==> config.mk <==
export PLATFORM = sky130hd
export DESIGN_NAME = page_frame_pool_replacer
export DESIGN_NICKNAME = d
export VERILOG_FILES = /design/src/rtl/pfpr_pkg.sv /design/src/rtl/page_frame_pool_replacer.sv
export SDC_FILE = /design/constraint.sdc
export NUM_CORES = 2
export LEC_CHECK = 0
export BUFFER_PORTS_ARGS = -buffer_cell sky130_fd_sc_hd__buf_2
export CAP_MARGIN = 20
export CORE_MARGIN = 2
export CORE_UTILIZATION = 39
export CTS_CLUSTER_DIAMETER = 40
export DETAILED_ROUTE_END_ITERATION = 16
export REMOVE_ABC_BUFFERS = 1
export SETUP_SLACK_MARGIN = 0.2
export SYNTH_ARGS = -nofsm -noshare
export SYNTH_HDL_FRONTEND = slang
export SYNTH_SLANG_ARGS = --single-unit
==> constraint.sdc <==
create_clock -name i_clk -period 23.5 [get_ports i_clk]
set_clock_uncertainty 0.1 [all_clocks]
set_input_delay 2.35 -clock i_clk [delete_from_list [all_inputs] [get_ports i_clk]]
set_output_delay 2.35 -clock i_clk [all_outputs]
set_load 0.1 [all_outputs]
==> src/rtl/pfpr_pkg.sv <==
package pfpr_pkg;

    localparam int NUM_FRAMES = 16;
    localparam int PAGE_BITS  = 20;
    localparam int PIN_BITS   = 8;
    localparam int IDX_BITS   = $clog2(NUM_FRAMES);
    localparam int CNT_BITS   = IDX_BITS + 1;
    localparam int STAMP_BITS = 16;

    localparam logic [STAMP_BITS-1:0] REBASE_LIMIT = 16'd32000;
    localparam logic [PIN_BITS-1:0]   PIN_MAX      = '1;

    localparam logic [2:0] K_PIN   = 3'd0;
    localparam logic [2:0] K_UNPIN = 3'd1;
    localparam logic [2:0] K_DIRTY = 3'd2;
    localparam logic [2:0] K_FORCE = 3'd3;
    localparam logic [2:0] K_FLUSH = 3'd4;

    localparam logic [1:0] ST_OK         = 2'd0;
    localparam logic [1:0] ST_ALL_PINNED = 2'd1;
    localparam logic [1:0] ST_NOT_RES    = 2'd2;
    localparam logic [1:0] ST_UNDERFLOW  = 2'd3;

    typedef struct packed {
        logic [2:0]           kind;
        logic [PAGE_BITS-1:0] page_number;
    } t_in_beat;

    typedef struct packed {
        logic [IDX_BITS-1:0]  frame_index;
        logic                 hit;
        logic                 fetch;
        logic                 write_back;
        logic [PAGE_BITS-1:0] write_back_page;
        logic [1:0]           status;
        logic [PIN_BITS-1:0]  pin_count;
        logic                 is_dirty;
        logic [31:0]          reads_done;
        logic [31:0]          writes_done;
        logic                 last;
    } t_out_beat;

    typedef enum logic [5:0] {
        S_IDLE   = 6'b000001,
        S_SCAN   = 6'b000010,
        S_DECIDE = 6'b000100,
        S_REBASE = 6'b001000,
        S_FLUSH  = 6'b010000,
        S_FLOUT  = 6'b100000
    } t_state;

endpackage

==> src/rtl/page_frame_pool_replacer.sv <==
// Pin, unpin, mark dirty and force page walk the frame table before the result beat,
// with one frame-table memory read per cycle during the lookup walk.
// An eviction that re-bases the stamps adds a stamp-memory pass.
// Flush pool writes back one beat per valid, dirty, unpinned frame, the final one marked last.
// One request at a time; the result register lets the next request in while a beat waits.
// Reset (synchronous, active low) clears valid, dirty, pins, stamp clock and totals at once.
module page_frame_pool_replacer
    import pfpr_pkg::*;
(
    input  logic      i_clk,
    input  logic      i_rst_n,
    input  logic      i_in_valid,
    output logic      o_in_ready,
    input  t_in_beat  i_in_data,
    output logic      o_out_valid,
    input  logic      i_out_ready,
    output t_out_beat o_out_data,
    input  logic      i_cfg_valid,
    output logic      o_cfg_ready,
    input  logic      i_cfg_data
);

    localparam logic [CNT_BITS-1:0] LAST_CNT = CNT_BITS'(NUM_FRAMES);

    logic [PAGE_BITS-1:0]  mem_page  [NUM_FRAMES];
    logic [STAMP_BITS-1:0] mem_stamp [NUM_FRAMES];

    t_state                r_state, n_state;
    logic [CNT_BITS-1:0]   r_idx, n_idx;
    t_in_beat              r_req;
    logic                  r_mode;
    logic [NUM_FRAMES-1:0] r_valid, n_valid;
    logic [NUM_FRAMES-1:0] r_dirty, n_dirty;
    logic [PIN_BITS-1:0]   r_pins [NUM_FRAMES];
    logic [PIN_BITS-1:0]   n_pins [NUM_FRAMES];
    logic [STAMP_BITS-1:0] r_clock, n_clock;
    logic [31:0]           r_reads, n_reads;
    logic [31:0]           r_writes, n_writes;
    logic                  r_rebased, n_rebased;
    logic                  r_ov;
    t_out_beat             r_out, n_out;

    logic                  r_cv;
    logic [IDX_BITS-1:0]   r_ci;
    logic [PAGE_BITS-1:0]  r_rd_page;
    logic [STAMP_BITS-1:0] r_rd_stamp;

    logic                  r_hit, r_emp, r_vic;
    logic [IDX_BITS-1:0]   r_hit_f, r_emp_f, r_vic_f;
    logic [STAMP_BITS-1:0] r_best;
    logic [PAGE_BITS-1:0]  r_vic_page;

    logic                  rd_en;
    logic [IDX_BITS-1:0]   rd_addr;
    logic                  pg_we, st_we;
    logic [IDX_BITS-1:0]   pg_waddr, st_waddr;
    logic [PAGE_BITS-1:0]  pg_wdata;
    logic [STAMP_BITS-1:0] st_wdata;
    logic                  emit, out_free;
    logic [NUM_FRAMES-1:0] flush_mask;
    logic                  above_any;
    logic [IDX_BITS-1:0]   cur;

    assign o_in_ready  = (r_state == S_IDLE);
    assign o_cfg_ready = 1'b1;
    assign o_out_valid = r_ov;
    assign o_out_data  = r_out;
    assign out_free    = !r_ov || i_out_ready;
    assign cur         = r_idx[IDX_BITS-1:0];

    always_comb begin
        for (int i = 0; i < NUM_FRAMES; i++) begin
            flush_mask[i] = r_valid[i] && r_dirty[i] && (r_pins[i] == '0);
        end
        above_any = 1'b0;
        for (int i = 0; i < NUM_FRAMES; i++) begin
            if (IDX_BITS'(i) > cur && flush_mask[i]) begin
                above_any = 1'b1;
            end
        end
    end

    always_comb begin
        n_state   = r_state;
        n_idx     = r_idx;
        n_valid   = r_valid;
        n_dirty   = r_dirty;
        n_pins    = r_pins;
        n_clock   = r_clock;
        n_reads   = r_reads;
        n_writes  = r_writes;
        n_rebased = r_rebased;
        emit      = 1'b0;
        n_out     = '0;
        rd_en     = 1'b0;
        rd_addr   = cur;
        pg_we     = 1'b0;
        pg_waddr  = r_vic_f;
        pg_wdata  = r_req.page_number;
        st_we     = 1'b0;
        st_waddr  = r_vic_f;
        st_wdata  = r_clock;
        unique case (r_state)
            S_IDLE: begin
                n_rebased = 1'b0;
                n_idx     = '0;
                if (i_in_valid) begin
                    case (i_in_data.kind)
                        K_PIN, K_UNPIN, K_DIRTY, K_FORCE: n_state = S_SCAN;
                        K_FLUSH: n_state = S_FLUSH;
                        default: n_state = S_IDLE;
                    endcase
                end
            end
            S_SCAN: begin
                if (r_idx != LAST_CNT) begin
                    rd_en = 1'b1;
                    n_idx = r_idx + 1'b1;
                end else begin
                    n_state = S_DECIDE;
                end
            end
            S_REBASE: begin
                if (r_idx != LAST_CNT) begin
                    rd_en = 1'b1;
                    n_idx = r_idx + 1'b1;
                end else begin
                    n_state   = S_DECIDE;
                    n_rebased = 1'b1;
                end
                if (r_cv) begin
                    st_we    = 1'b1;
                    st_waddr = r_ci;
                    st_wdata = (r_rd_stamp > r_best) ? r_rd_stamp - r_best : '0;
                end
            end
            S_DECIDE: begin
                if (r_req.kind == K_PIN && !r_hit && !r_emp && r_vic && !r_rebased
                        && r_clock > REBASE_LIMIT) begin
                    n_clock = (r_clock > r_best) ? r_clock - r_best : '0;
                    n_idx   = '0;
                    n_state = S_REBASE;
                end else if (out_free) begin
                    emit    = 1'b1;
                    n_state = S_IDLE;
                    n_out.last = 1'b1;
                    if (r_req.kind == K_PIN) begin
                        if (r_hit) begin
                            if (r_pins[r_hit_f] != PIN_MAX) begin
                                n_pins[r_hit_f] = r_pins[r_hit_f] + 1'b1;
                            end
                            if (r_mode) begin
                                st_we    = 1'b1;
                                st_waddr = r_hit_f;
                                n_clock  = r_clock + 1'b1;
                            end
                            n_out.frame_index = r_hit_f;
                            n_out.hit         = 1'b1;
                            n_out.pin_count   = n_pins[r_hit_f];
                            n_out.is_dirty    = r_dirty[r_hit_f];
                        end else if (!r_emp && !r_vic) begin
                            n_out.status = ST_ALL_PINNED;
                        end else begin
                            if (r_emp) begin
                                pg_waddr = r_emp_f;
                            end else if (r_dirty[r_vic_f]) begin
                                n_writes              = r_writes + 1'b1;
                                n_out.write_back      = 1'b1;
                                n_out.write_back_page = r_vic_page;
                            end
                            pg_we             = 1'b1;
                            st_we             = 1'b1;
                            st_waddr          = pg_waddr;
                            n_clock           = r_clock + 1'b1;
                            n_valid[pg_waddr] = 1'b1;
                            n_dirty[pg_waddr] = 1'b0;
                            n_pins[pg_waddr]  = PIN_BITS'(1);
                            n_reads           = r_reads + 1'b1;
                            n_out.frame_index = pg_waddr;
                            n_out.fetch       = 1'b1;
                            n_out.pin_count   = PIN_BITS'(1);
                        end
                    end else if (!r_hit) begin
                        n_out.status = ST_NOT_RES;
                    end else begin
                        n_out.frame_index = r_hit_f;
                        case (r_req.kind)
                            K_UNPIN: begin
                                if (r_pins[r_hit_f] == '0) begin
                                    n_out.status = ST_UNDERFLOW;
                                end else begin
                                    n_pins[r_hit_f] = r_pins[r_hit_f] - 1'b1;
                                end
                            end
                            K_DIRTY: n_dirty[r_hit_f] = 1'b1;
                            default: begin
                                n_dirty[r_hit_f]      = 1'b0;
                                n_writes              = r_writes + 1'b1;
                                n_out.write_back      = 1'b1;
                                n_out.write_back_page = r_req.page_number;
                            end
                        endcase
                        n_out.pin_count = n_pins[r_hit_f];
                        n_out.is_dirty  = n_dirty[r_hit_f];
                    end
                end
            end
            S_FLUSH: begin
                if (r_idx == '0 && flush_mask == '0) begin
                    if (out_free) begin
                        emit       = 1'b1;
                        n_out.last = 1'b1;
                        n_state    = S_IDLE;
                    end
                end else if (r_idx == LAST_CNT) begin
                    n_state = S_IDLE;
                end else if (flush_mask[cur]) begin
                    rd_en   = 1'b1;
                    n_state = S_FLOUT;
                end else begin
                    n_idx = r_idx + 1'b1;
                end
            end
            S_FLOUT: begin
                if (out_free) begin
                    emit                  = 1'b1;
                    n_dirty[cur]          = 1'b0;
                    n_writes              = r_writes + 1'b1;
                    n_out.frame_index     = cur;
                    n_out.write_back      = 1'b1;
                    n_out.write_back_page = r_rd_page;
                    n_out.last            = !above_any;
                    n_idx                 = r_idx + 1'b1;
                    n_state               = S_FLUSH;
                end
            end
            default: n_state = S_IDLE;
        endcase
        n_out.reads_done  = n_reads;
        n_out.writes_done = n_writes;
    end

    always_ff @(posedge i_clk) begin
        if (pg_we) begin
            mem_page[pg_waddr] <= pg_wdata;
        end
        if (st_we) begin
            mem_stamp[st_waddr] <= st_wdata;
        end
        if (rd_en) begin
            r_rd_page  <= mem_page[rd_addr];
            r_rd_stamp <= mem_stamp[rd_addr];
        end
    end

    always_ff @(posedge i_clk) begin
        r_ci <= rd_addr;
        if (emit) begin
            r_out <= n_out;
        end
        if (r_state == S_IDLE && i_in_valid) begin
            r_req <= i_in_data;
            r_hit <= 1'b0;
            r_emp <= 1'b0;
            r_vic <= 1'b0;
        end else if (r_state == S_SCAN && r_cv) begin
            if (r_valid[r_ci] && r_rd_page == r_req.page_number && !r_hit) begin
                r_hit   <= 1'b1;
                r_hit_f <= r_ci;
            end
            if (!r_valid[r_ci] && !r_emp) begin
                r_emp   <= 1'b1;
                r_emp_f <= r_ci;
            end
            if (r_valid[r_ci] && r_pins[r_ci] == '0 && (!r_vic || r_rd_stamp <= r_best)) begin
                r_vic      <= 1'b1;
                r_vic_f    <= r_ci;
                r_best     <= r_rd_stamp;
                r_vic_page <= r_rd_page;
            end
        end
    end

    always_ff @(posedge i_clk) begin
        if (!i_rst_n) begin
            r_state   <= S_IDLE;
            r_idx     <= '0;
            r_mode    <= 1'b0;
            r_valid   <= '0;
            r_dirty   <= '0;
            r_pins    <= '{default: '0};
            r_clock   <= '0;
            r_reads   <= '0;
            r_writes  <= '0;
            r_rebased <= 1'b0;
            r_ov      <= 1'b0;
            r_cv      <= 1'b0;
        end else begin
            r_state   <= n_state;
            r_idx     <= n_idx;
            r_valid   <= n_valid;
            r_dirty   <= n_dirty;
            r_pins    <= n_pins;
            r_clock   <= n_clock;
            r_reads   <= n_reads;
            r_writes  <= n_writes;
            r_rebased <= n_rebased;
            r_cv      <= rd_en;
            if (i_cfg_valid) begin
                r_mode <= i_cfg_data;
            end
            if (emit) begin
                r_ov <= 1'b1;
            end else if (i_out_ready) begin
                r_ov <= 1'b0;
            end
        end
    end

    a_onehot_state: assert property (@(posedge i_clk) disable iff (!i_rst_n)
        $onehot(r_state))
        else $error("state register not one-hot");

    a_fetch_ok: assert property (@(posedge i_clk) disable iff (!i_rst_n)
        (o_out_valid && o_out_data.fetch) |-> (o_out_data.status == ST_OK))
        else $error("fetch beat with error status");

    a_accept_busy: assert property (@(posedge i_clk) disable iff (!i_rst_n)
        (i_in_valid && o_in_ready && i_in_data.kind == K_PIN) |=> !o_in_ready)
        else $error("pin request did not start a walk");

    a_reads_step: assert property (@(posedge i_clk) disable iff (!i_rst_n)
        (r_reads != $past(r_reads)) |-> (r_reads == $past(r_reads) + 32'd1))
        else $error("read total moved by more than one");

endmodule
==> impl_metrics.csv <==
group,metric,value,unit
run_status,outcome,"finished, final reports clean",
pwr,power_density,76.7,nW/µm²
sta,worst-slew-pin-transition,1.34,ns
drt,wl_met1,68600,µm
die,io_pins,135,
synth,syn_avg_cell_area,12.3,µm²
synth,synthTopCellsByArea,"edfxtp_1 47%, dfxtp_1 11%, mux4_2 10%",
synth,syn_inst,4053,
worst_hold_path,hold_path.class,"reg -> reg",
global_route,first_global_vias,35843,
sta,fmax,158,MHz
die,design.core.area,127000,µm²
die,die_h,362,µm
drt,top_layer_used,"met5",
clock_tree,clockBufferDepth,3,
sta,fin_crit_sh,27.0,%
setup_path,cp_max_fo,56,
global_route,groute.usage.overall,25.6,%
drt,via_per_inst,6.25,
drt,post-route-drc-count,0,
final_layout,final_cell_mix,"786 x edfxtp_1, 417 x nor2_1, 312 x nand2_1, 257 x dfxtp_1, 223 x a21oi_1",
sta,drv_slew,0,
setup_path,crit_top_cell,"buf_4",
sta,finalSetupViolations,0,
final_layout,drive_above_1_share,19.1,%
setup_path,critPathLaunchType,"register",
die,fp.dieW,362,µm
clock_tree,ctsHoldBuffers,0,
pwr,ir_worst_vdd,71.0,µV
die,initial_core_util,39.2,%
place,gp_congestion,1.05,
sta,setup_slack,17.15,ns
die,rows,131,
drt,dr.pass1.iters,12,
clock_tree,h-tree-depth,4,
job,cap_violations,0,
final_layout,area_growth,16.4,%
setup_path,cp_top_family,"simple AND/OR/NAND/NOR gates",
pwr,p_total,4450,µW
sta,rsz0062_at_grt,"false",
clock_tree,cts_setup_buffers,0,
sta,slew_headroom,9.61,%
sta,hold_viol,0,
synth,synthDistinctLibCells,94,
clock_tree,cts_tree,"yes",
global_route,grt-ovfl-total,0,
clock_tree,cts-root-buf,"clkbuf_16",
final_layout,layout.nets,4272,
pwr,p_leak,0.0202,µW
final_layout,mostFrequentLayoutCell,"edfxtp_1",
setup_path,path_buf_inv,2,
synth,synth_edf_count,786,
drt,post_drt_wl_per_cell,28.5,µm
setup_path,crit_type,"reg -> reg",
global_route,grt_pass1_wl,248000,µm
final_layout,final_util,45.7,%
die,dieArea,131000,µm²
sta,finalWorstPathRequiredPeriod,6.35,ns
sta,finalSetupTns,0,ns
place,port_buffers,133,
setup_path,path_cells,"buf_4 > buf_4 > mux4_4 > a22oi_1 > nand2_1 > ha_1 > a21boi_0 > nand4_1 > nor2_2 > nor2_1 > nor4_1 > o21ai_0 > a2111oi_0 > or3_1",
synth,synth_top_area_cell,"edfxtp_1",
drt,met3_length,17100,µm
setup_path,worstPathRequired,24.00,ns
synth,async_flop_share,0,%
drt,antenna_left,0,
sta,hold_ws,0.355,ns
drt,route.met2.wl,76600,µm
synth,ys_ff_latch,1048,
drt,drt_wl_total,171000,µm
synth,synth_flop_cell,"edfxtp_1",
clock_tree,insertion_delay,0.78,ns
synth,synth_area,49900,µm²
setup_path,arrival,6.85,ns
global_route,grt_max_degree,110,
synth,synth.yosys.warnings,0,
clock_tree,cts_made_buffers,154,
drt,drt_first_iter_violations,5160,
drt,vias,37445,
clock_tree,clkTransAtPathRegs,0.06,ns
place,dp_hpwl,110000,µm
setup_path,endpoint_kind,"register",
synth,ys_seq_area_share,57.8,%
synth,synth_top_area_share,47.3,%
setup_path,critPathMaxStageDelay,0.89,ns
clock_tree,ctsResizeCount,0,
setup_path,slowest_stage,"nor2_2",
global_route,antenna_found_initial,7,
place,place_ws,17.54,ns
clock_tree,cts_num_sinks,1048,
==> final cells by class <==
type / count / area, µm²
inverters: 65 / 249
repair buffers: 249 / 1570
well taps: 1662 / 2080
multi-input cells: 2680 / 20000
clock inverters: 105 / 1220
diodes: 4 / 10.0
flip-flops and latches: 1048 / 28900
fillers: 11491 / 69100
clock buffers: 182 / 4100
==> state kept, by name, summed over array words and instances (netlist names), 20 cells and up <==
register and count:
mem_page 320, mem_stamp 256, o_out_data 103, pg_wdata 20
r_pins 128, r_rd_page 20, r_reads 32, r_vic_page 20
r_writes 32
==> report_power, final <==
group          internal [µW]  total (µW)  leakage [µW]  switching, µW
clock network           1430        2330       0.00257            903
logic                   27.5         103       0.00777           75.6
registers               2000        2020       0.00986           21.9
total                   3450        4450        0.0202           1000
==> path summary, 6_finish.rpt <==
path	startpoint	endpoint	slack (ns)	cells past startpoint
hold / removal	r_rd_page[6]	r_vic_page[6]	0.36	0
hold reg to reg	r_rd_page[6]	r_vic_page[6]	0.36	0
setup / recovery	r_hit_f[1]	o_out_data[72]	17.15	14
setup reg to reg	r_hit_f[1]	o_out_data[72]	17.15	14
==> worst register-to-register path: stages (launching register included) <==
cell,delay (ns)
edfxtp_1,0.31
buf_4,0.58
buf_4,0.59
mux4_4,0.39
a22oi_1,0.11
nand2_1,0.21
ha_1,0.35
a21boi_0,0.23
nand4_1,0.39
nor2_2,0.89
nor2_1,0.33
nor4_1,0.72
o21ai_0,0.39
a2111oi_0,0.45
or3_1,0.17
==> cell families (layout without fill, tap and decap cells) <==
family	count (synthesis)	in the layout	share of synthesized area [%]
XOR/XNOR	120	120	2.11
AND/OR/NAND/NOR	1187	1187	11.0
adder cells (fa/ha/maj)	45	45	1.16
multiplexers	309	309	12.2
AO/OA/AOI/OAI	1018	1018	13.0
flip-flops	1048	1048	57.8
other	1	5	0.00752
buffers and inverters	325	601	2.69
==> synthesized netlist by cell type (8+ instances only) <==
master	n
a211oi_1	26
a21o_1	18
a21oi_1	226
a221oi_1	12
a22o_1	11
a22oi_1	160
a311oi_1	8
a31oi_1	30
and2_1	75
and3_1	28
and4_1	10
buf_1	33
buf_2	21
clkbuf_1	193
dfxtp_1	262
edfxtp_1	786
ha_1	43
inv_1	61
mux2i_1	71
mux4_1	12
mux4_2	221
nand2_1	313
nand2b_1	21
nand3_1	67
nand4_1	27
nor2_1	453
nor2b_1	19
nor3_1	56
nor4_1	36
o211ai_1	14
o21a_1	16
o21ai_0	218
o221ai_1	12
o22ai_1	149
o31ai_1	16
o32ai_1	12
o41ai_1	11
or2_2	11
or3_1	16
or4_1	22
xnor2_1	66
xor2_1	54
==> per-layer routing <==
metal | global-route usage [%] | up-vias
met4 | 11.8 | 6
li1 | - | 16045
met2 | 39.2 | 2229
met3 | 6.17 | 543
met5 | 0 | -
met1 | 34.5 | 18622
==> per-stage QoR <==
stage / cells / instance area (µm²)
floorplan: 3793 / 48800
global placement: 5695 / 52700
detailed placement: 5696 / 52700
CTS: 5983 / 58000
global route: 5991 / 58100
finish: 5995 / 58100
Power figures use the tool's default switching activity.
